--- config.mk ---
export PLATFORM = sky130hd
export DESIGN_NAME = pdfst_ctrl
export DESIGN_NICKNAME = d
export VERILOG_FILES = /design/src/rtl/pdfst_pkg.sv /design/src/rtl/pdfst_ctrl.sv
export SDC_FILE = /design/constraint.sdc
export NUM_CORES = 1
export LEC_CHECK = 0
export BUFFER_PORTS_ARGS = -buffer_cell sky130_fd_sc_hd__buf_2
export CORE_AREA = 8 8 45 47
export CTS_CLUSTER_SIZE = 40
export DETAILED_ROUTE_END_ITERATION = 6
export DIE_AREA = 0 0 53 55
export MAX_ROUTING_LAYER = met4
export PLACE_DENSITY = 0.77
export SLEW_MARGIN = 20
export SYNTH_ARGS = -nofsm -noshare
export SYNTH_HDL_FRONTEND = slang
export SYNTH_SLANG_ARGS = --single-unit
--- constraint.sdc ---
create_clock -name clk_i -period 1.9 [get_ports clk_i]
set_input_delay 0.475 -clock clk_i [delete_from_list [all_inputs] [get_ports clk_i]]
set_output_delay 0.475 -clock clk_i [all_outputs]
set_load 0.02 [all_outputs]
--- src/rtl/pdfst_pkg.sv ---
// Shared types and constants for the page directory free space table.
// Used by every module of the block but pdfst_ram; depends on nothing.
package pdfst_pkg;

  localparam int NUM_HEAPS = 16;
  localparam int NUM_PAGES = 256;
  localparam int HEAP_W    = 4;
  localparam int PAGE_W    = 8;
  localparam int BLOCK_W   = 16;
  localparam int FREE_W    = 8;
  localparam int FILL_W    = PAGE_W + 1;

  localparam logic [2:0] OP_CREATE  = 3'd0;
  localparam logic [2:0] OP_ADD     = 3'd1;
  localparam logic [2:0] OP_UPDATE  = 3'd2;
  localparam logic [2:0] OP_FETCH   = 3'd3;
  localparam logic [2:0] OP_GETFREE = 3'd4;

  localparam logic [1:0] ST_OK       = 2'd0;
  localparam logic [1:0] ST_NOTFOUND = 2'd1;
  localparam logic [1:0] ST_NOSPACE  = 2'd2;

  localparam logic [FREE_W-1:0] DEFAULT_FREE_RST = 8'd4;

  typedef struct packed {
    logic [HEAP_W-1:0]  heap;
    logic [PAGE_W-1:0]  page;
    logic [BLOCK_W-1:0] block;
    logic [FREE_W-1:0]  free;
  } slot_t;

  typedef struct packed {
    logic       latch;
    logic       heap_alloc;
    logic       add_page;
    logic       scan_start;
    logic       scan_run;
    logic       upd_write;
    logic       cap_fetch;
    logic       cap_get;
    logic       pg_start;
    logic       pg_run;
    logic       make_page;
    logic       set_err;
    logic [1:0] err_code;
    logic       out_load;
  } cmd_t;

  typedef struct packed {
    logic [2:0] op;
    logic       heap_known;
    logic       heap_avail;
    logic       full;
    logic       nok;
    logic       hit;
    logic       miss_done;
    logic       pg_free;
    logic       pg_end;
    logic       out_busy;
  } stat_t;

endpackage

--- src/rtl/pdfst_ctrl.sv ---
// Controller: sequences one request through decode, slot scan, page id
// search and result hand-off. Depends on pdfst_pkg.
module pdfst_ctrl (
  input  logic             clk_i,
  input  logic             rst_ni,
  input  logic             in_valid_i,
  output logic             in_stall_o,
  input  logic             out_stall_i,
  input  pdfst_pkg::stat_t stat_i,
  output pdfst_pkg::cmd_t  cmd_o
);

  localparam logic [2:0] S_IDLE  = 3'd0;
  localparam logic [2:0] S_DISP  = 3'd1;
  localparam logic [2:0] S_SCAN  = 3'd2;
  localparam logic [2:0] S_PSRCH = 3'd3;
  localparam logic [2:0] S_FIN   = 3'd4;

  logic [2:0] state_q, state_d;

  always_comb begin
    state_d    = state_q;
    cmd_o      = '0;
    in_stall_o = 1'b1;
    unique case (state_q)
      S_IDLE: begin
        in_stall_o = 1'b0;
        if (in_valid_i) begin
          cmd_o.latch = 1'b1;
          state_d     = S_DISP;
        end
      end
      S_DISP: begin
        state_d = S_FIN;
        unique case (stat_i.op)
          pdfst_pkg::OP_CREATE: begin
            if (stat_i.heap_avail) begin
              cmd_o.heap_alloc = 1'b1;
            end else begin
              cmd_o.set_err  = 1'b1;
              cmd_o.err_code = pdfst_pkg::ST_NOSPACE;
            end
          end
          pdfst_pkg::OP_ADD: begin
            priority if (!stat_i.heap_known) begin
              cmd_o.set_err  = 1'b1;
              cmd_o.err_code = pdfst_pkg::ST_NOTFOUND;
            end else if (stat_i.full) begin
              cmd_o.set_err  = 1'b1;
              cmd_o.err_code = pdfst_pkg::ST_NOSPACE;
            end else begin
              cmd_o.add_page = 1'b1;
            end
          end
          pdfst_pkg::OP_UPDATE, pdfst_pkg::OP_FETCH, pdfst_pkg::OP_GETFREE: begin
            if (!stat_i.heap_known) begin
              cmd_o.set_err  = 1'b1;
              cmd_o.err_code = pdfst_pkg::ST_NOTFOUND;
            end else begin
              cmd_o.scan_start = 1'b1;
              state_d          = S_SCAN;
            end
          end
          default: begin
            cmd_o.set_err  = 1'b1;
            cmd_o.err_code = pdfst_pkg::ST_NOTFOUND;
          end
        endcase
      end
      S_SCAN: begin
        cmd_o.scan_run = 1'b1;
        priority if (stat_i.hit) begin
          state_d = S_FIN;
          priority if (stat_i.op == pdfst_pkg::OP_UPDATE) begin
            cmd_o.upd_write = 1'b1;
          end else if (stat_i.op == pdfst_pkg::OP_FETCH) begin
            cmd_o.cap_fetch = 1'b1;
          end else begin
            cmd_o.cap_get = 1'b1;
          end
        end else if (stat_i.miss_done) begin
          state_d = S_FIN;
          priority if (stat_i.op != pdfst_pkg::OP_GETFREE) begin
            cmd_o.set_err  = 1'b1;
            cmd_o.err_code = pdfst_pkg::ST_NOTFOUND;
          end else if (!stat_i.nok || stat_i.full) begin
            cmd_o.set_err  = 1'b1;
            cmd_o.err_code = pdfst_pkg::ST_NOSPACE;
          end else begin
            cmd_o.pg_start = 1'b1;
            state_d        = S_PSRCH;
          end
        end else begin
          state_d = S_SCAN;
        end
      end
      S_PSRCH: begin
        priority if (stat_i.pg_end) begin
          cmd_o.set_err  = 1'b1;
          cmd_o.err_code = pdfst_pkg::ST_NOSPACE;
          state_d        = S_FIN;
        end else if (stat_i.pg_free) begin
          cmd_o.make_page = 1'b1;
          state_d         = S_FIN;
        end else begin
          cmd_o.pg_run = 1'b1;
        end
      end
      S_FIN: begin
        if (!stat_i.out_busy || !out_stall_i) begin
          cmd_o.out_load = 1'b1;
          state_d        = S_IDLE;
        end
      end
      default: begin
        state_d = S_IDLE;
      end
    endcase
  end

  always_ff @(posedge clk_i or negedge rst_ni) begin
    if (!rst_ni) begin
      state_q <= S_IDLE;
    end else begin
      state_q <= state_d;
    end
  end

endmodule

==> flow_summary.json, run 1 <==
{
  "drt-total-wl_um": 1937,
  "dpl-instance-area_um2": 668.1,
  "placedCellCount": 120,
  "maxCapViolCount": 0,
  "synth_cell_type_count": 29,
  "ant_nets": 0,
  "design_area_um2": 963.4,
  "viasPerCell": 5.185,
  "firstDrtPassIters": 4,
  "slew_headroom_pct": 78.63,
  "timing.final.ws_setup_ns": -0.1368,
  "period_minus_slack_ns": 2.037,
  "worstPathRequired_ns": 1.42,
  "grt_pass1_wl_um": 2684,
  "synth-edff-count": 0,
  "rows": 14,
  "skew_ns": 0.002671,
  "clock_path_buffers": 2,
  "cts_tree": "built",
  "synthCells": 68,
  "die_w_um": 53,
  "synthFlopType": "dfrtp_1",
  "diodes": 0,
  "wl_per_cell_um": 14.35,
  "criticalPathCategory": "flop to output pin",
  "yosysWarningCount": 0,
  "gr-total-overflow": 0,
  "drt-initial-drc-count": 14,
  "top_regs": "state_q: 3 flops",
  "ctsHtreeMaxLevel": 1,
  "worstSetupEndpointType": "output pin",
  "max_freq_mhz": 491.0,
  "max_flop_register": "state_q",
  "syn-cell-area_um2": 445.4,
  "antenna_found_initial": 0,
  "synth.avg_cell_area_um2": 6.550,
  "synthesis.nets": 84,
  "start_util_pct": 32.19,
  "hold_buffers": 0,
  "fin_cells": 135,
  "cts_buffers": 3,
  "grt_pass1_vias": 662,
  "clk_latency_ns": 0.23,
  "path_max_fanout": 4,
  "synthArstFlopShare_pct": 100.0,
  "dp_hpwl_um": 1315,
  "setup_viol": 12,
  "nets": 136,
  "violations": "setup timing",
  "final.fill_count": 102,
  "clkSinkCount": 3,
  "drv_slew": 0,
  "worst_pin_slew_ns": 0.3184,
  "leakage_nw": 0.4847,
  "power_density_nw_per_um2": 706.9,
  "port_buffers": 31,
  "cts_root_buffer": "clkbuf_4",
  "num_vias": 700,
  "core_area_um2": 1384,
  "finalHoldViolCount": 0,
  "drc_errors": 0,
  "grt_setup_unrepaired": "yes",
  "synth_seq_area_share_pct": 16.85,
  "area_growth_pct": 116.3,
  "tns_ns": -1.210,
  "status": "complete, but fails checks",
  "grt.total_usage_pct": 12.21,
  "largest_reg_flops": 3,
  "r2r_cells": 6,
  "top_level_ports": 32,
  "whs_ns": 0.03148,
  "utilization_pct": 69.62,
  "grt_start_max_net_pins": 9,
  "ys_seq_elements": 3,
  "gp_congestion": 0.8378,
  "drive_gt1_share_pct": 59.66,
  "die_area_um2": 2915,
  "critPathArrivalTime_ns": 1.56,
  "peakVddDrop_mv": 0.2577,
  "die_height_um": 55,
  "fin_crit_sh_pct": 107.2,
  "cts.clk_slew.worst_paths_ns": 0.04,
  "hp-class": "input pin to asynchronous set/reset pin",
  "start_kind": "flop"
}
==> through the flow <==
stage / total power, mW / worst slack (ns)
2_1_floorplan: 0.2768 / -0.01282
3_3_place_gp: 0.3852 / 0.01332
3_5_place_dp: 0.3888 / 0.01178
4_1_cts: 0.5938 / -0.1260
5_1_grt: 0.7262 / -0.2426
6_report: 0.6810 / -0.1368
==> layer usage <==
layer  vias to the layer above  track usage (%)  share of wire [%]
li1                        342                -                  -
met1                       322            12.44                 38
met2                        30            21.68                 52
met3                         6            4.011                6.6
met4                         0            3.879                2.9
met5                         -                -                  0
==> cell usage after synthesis, types with 2 or more instances <==
cell      n  area share (%)
a21oi_1   2             2.2
dfrtp_1   3              17
nor2b_1   5             7.0
nor3_1    2             2.2
inv_1     5             4.2
o22ai_1   2             2.8
nor2_1   10             8.4
nand2_1  10             8.4
nand3_1   3             3.4
o21ai_0   6             6.7
and3_1    2             2.8
==> repair_timing <==
| item | in CTS | in global routing |
|---|---|---|
| pin swaps | 2 | 7 |
| gates resized for setup | 26 | 26 |
| buffers inserted | 4 | 7 |
| endpoints found under the setup margin | 12 | 14 |
==> path summary, 6_finish.rpt <==
kind                               to         from  slack [ns]
max                          cmd_o[9]   state_q[0]       -0.14
min                        state_q[0]       rst_ni        0.03
max reg2reg                state_q[0]   state_q[0]        0.36
min reg2reg                state_q[2]   state_q[0]        0.68
max in group asynchronous  state_q[1]       rst_ni        1.76
min in group clk_i         state_q[2]  out_stall_i        0.52
==> cell families after synthesis <==
kind of cell / count (synthesis) / synth area share [%]
AND/OR/NAND/NOR: 41 / 51.13
AO/OA/AOI/OAI: 16 / 22.76
buffers and inverters: 7 / 7.022
flip-flops: 3 / 16.85
multiplexers: 1 / 2.247
==> report_power, final <==
part,switching (mW),total (mW),internal [mW]
registers,0.0155,0.0953,0.0798
clock network,0.0314,0.110,0.0786
logic,0.228,0.476,0.248
==> worst max-delay path, stage by stage (launching register included) <==
cell and delay, ns:
dfrtp_1 0.41, buf_6 0.14, nor3b_4 0.21, buf_4 0.15, buf_6 0.10, nand3_4 0.09, nor2_4 0.11, buf_6 0.12
==> layout by cell type (no fill, tap or decap), types with 2 or more instances in the layout <==
master	instances
buf_4	16
clkbuf_4	3
buf_2	17
inv_1	5
nand2_1	9
dfrtp_1	3
and3_1	2
a21oi_1	2
o21ai_0	5
nor2_4	4
nor3_4	2
nor2_1	5
buf_6	16
nor2b_1	4
o22ai_1	2
==> area by class of cell <==
| type | instances | area, um2 | area share, % |
|---|---|---|---|
| Multi-Input combinational cell | 58 | 437.9 | 45.45 |
| Timing Repair Buffer | 49 | 385.4 | 40.00 |
| Sequential cell | 3 | 75.07 | 7.792 |
| Clock buffer | 4 | 26.28 | 2.727 |
| Tap cell | 16 | 20.02 | 2.078 |
| Inverter | 5 | 18.77 | 1.948 |
(Power assumes the default switching activity.)
==> run 2: changes to the inputs <==
==> constraint.sdc (replaced) <==
create_clock -name clk_i -period 1.9 [get_ports clk_i]
set_input_delay 0.475 -clock clk_i [delete_from_list [all_inputs] [get_ports clk_i]]
set_output_delay 0.475 -clock clk_i [all_outputs]
set_load 0.1 [all_outputs]
==> run 2 against run 1 <==
  * The flow still finishes with violations (setup timing)
  * Register-to-register slack improved by 0.05 ns
  * Hold slack got worse by 0.016 ns
  * Via count rose by 8.4%
==> flow_summary.json, run 2 (synthesis results as in run 1) <==
{
  "leakage_nw": 0.5637,
  "multi_input_area_um2": 498.0,
  "worst_pin_slew_ns": 0.3138,
  "period_minus_slack_ns": 2.153,
  "fin_cells": 140,
  "r2r_cells": 5,
  "critPathBufInv": 1,
  "grt_pass1_vias": 787,
  "cp_top_family": "simple AND/OR/NAND/NOR gates",
  "dp_hpwl_um": 1698,
  "hold_buffers": 0,
  "worstSetupEndpointType": "output pin",
  "drive_gt1_share_pct": 67.74,
  "finalHoldViolCount": 0,
  "fin_crit_sh_pct": 113.3,
  "setup_viol": 14,
  "drt-total-wl_um": 2290,
  "clock_path_buffers": 2,
  "clkSinkCount": 3,
  "drc_errors": 0,
  "criticalPathCategory": "flop to output pin",
  "timing.final.ws_setup_ns": -0.2525,
  "final.fill_count": 62,
  "violations": "setup timing",
  "maxCapViolCount": 0,
  "viasPerCell": 5.421,
  "cts_root_buffer": "clkbuf_4",
  "area_growth_pct": 177.0,
  "port_buffers": 31,
  "hp-class": "input pin to asynchronous set/reset pin",
  "regArea_um2": 76.32,
  "cts_tree": "built",
  "power_density_nw_per_um2": 879.2,
  "grt.total_usage_pct": 16.60,
  "top_level_ports": 32,
  "start_kind": "flop",
  "drt-initial-drc-count": 10,
  "rows": 14,
  "grt_pass1_wl_um": 3477,
  "die_area_um2": 2915,
  "most-common-layout-cells": "16 x buf_12, 16 x buf_4, 15 x buf_2",
  "critPathArrivalTime_ns": 1.68,
  "gr-total-overflow": 0,
  "die_height_um": 55,
  "die_w_um": 53,
  "worstPathRequired_ns": 1.42,
  "path_max_fanout": 4,
  "cts.clk_slew.worst_paths_ns": 0.04,
  "skew_ns": 0.005934,
  "wl_per_cell_um": 16.36,
  "largest_reg_flops": 3,
  "status": "complete, but fails checks",
  "slew_headroom_pct": 79.04,
  "core_area_um2": 1384,
  "grt_setup_unrepaired": "yes",
  "ant_nets": 0,
  "antenna_found_initial": 0,
  "placedCellCount": 132,
  "cpPeakStageDelay_ns": 0.45,
  "num_vias": 759,
  "top_regs": "state_q: 3 flops",
  "tns_ns": -2.295,
  "drv_slew": 0,
  "dp_slack_ns": -0.06274,
  "start_util_pct": 32.19,
  "max_flop_register": "state_q",
  "cp_cell_sequence": "or3b_4 > nor3_4 > and3_4 > buf_12",
  "cp_slowest_cell": "or3b_4",
  "clk_latency_ns": 0.25,
  "nets": 141,
  "gp_congestion": 0.8737,
  "ctsHtreeMaxLevel": 1,
  "cts_buffers": 3,
  "diodes": 0,
  "design_area_um2": 1234,
  "dpl-instance-area_um2": 1087,
  "max_freq_mhz": 464.6,
  "path_depth": 4,
  "firstDrtPassIters": 4,
  "peakVddDrop_mv": 0.6474,
  "grt_start_max_net_pins": 9
}
## run 2: cell count changes in the layout (fill, tap and decap cells not counted), sizes merged
cell,change
buf,+5
## run 2: worst reg2reg max path, stage by stage, from the launching register on
cell,delay [ns]
dfrtp_2,0.44
buf_4,0.17
and3b_2,0.21
nand2_1,0.09
inv_1,0.08
or3_1,0.37
## run 2: per-layer routing
metal  wire length [um]  up-vias  GRT usage [%]
li1                   -      351              -
met1                811      356          14.42
met2               1239       44          32.23
met3                167        8          3.476
met4                 71        0          9.483
met5                  0        -              -
## run 2: cell type report
type	instances	area share [%]
well taps	16	1.623
clock buffers	4	2.130
multi-input cells	58	40.37
inverters	5	1.521
repair buffers	54	48.17
flip-flops and latches	3	6.187
## run 2: worst paths after layout
kind                                   from         end  slack [ns]
worst max-delay path             state_q[2]   cmd_o[12]       -0.25
worst min-delay path                 rst_ni  state_q[0]        0.02
worst max register to register   state_q[0]  state_q[0]        0.41
worst min register to register   state_q[0]  state_q[2]        0.73
max in group asynchronous            rst_ni  state_q[0]        1.77
min in group clk_i              out_stall_i  state_q[2]        0.55
## run 2: report_power, final
part,switching (mW),leakage [nW],internal [mW]
registers,0.0262,0.0385,0.0809
logic,0.512,0.510,0.347
clock network,0.0391,0.0150,0.0790
## run 2: stage by stage
step	power (mW)	util [%]	hold slack, ns
6_report	1.085	89.15	0.01546
4_1_cts	1.047	87.16	0.01220
3_3_place_gp	0.8249	78.57	0.2700
2_1_floorplan	0.5820	-	0.1794
5_1_grt	1.119	89.15	0.01641
3_5_place_dp	0.8364	78.57	0.2724
## run 2: what timing repair did
item / 4_1_cts / 5_1_grt
endpoints found under the hold margin: 0 / 0
resized for setup: 16 / 5
setup endpoints to repair: 13 / 16
setup buffers: 3 / 1
pin swaps: 6 / 4
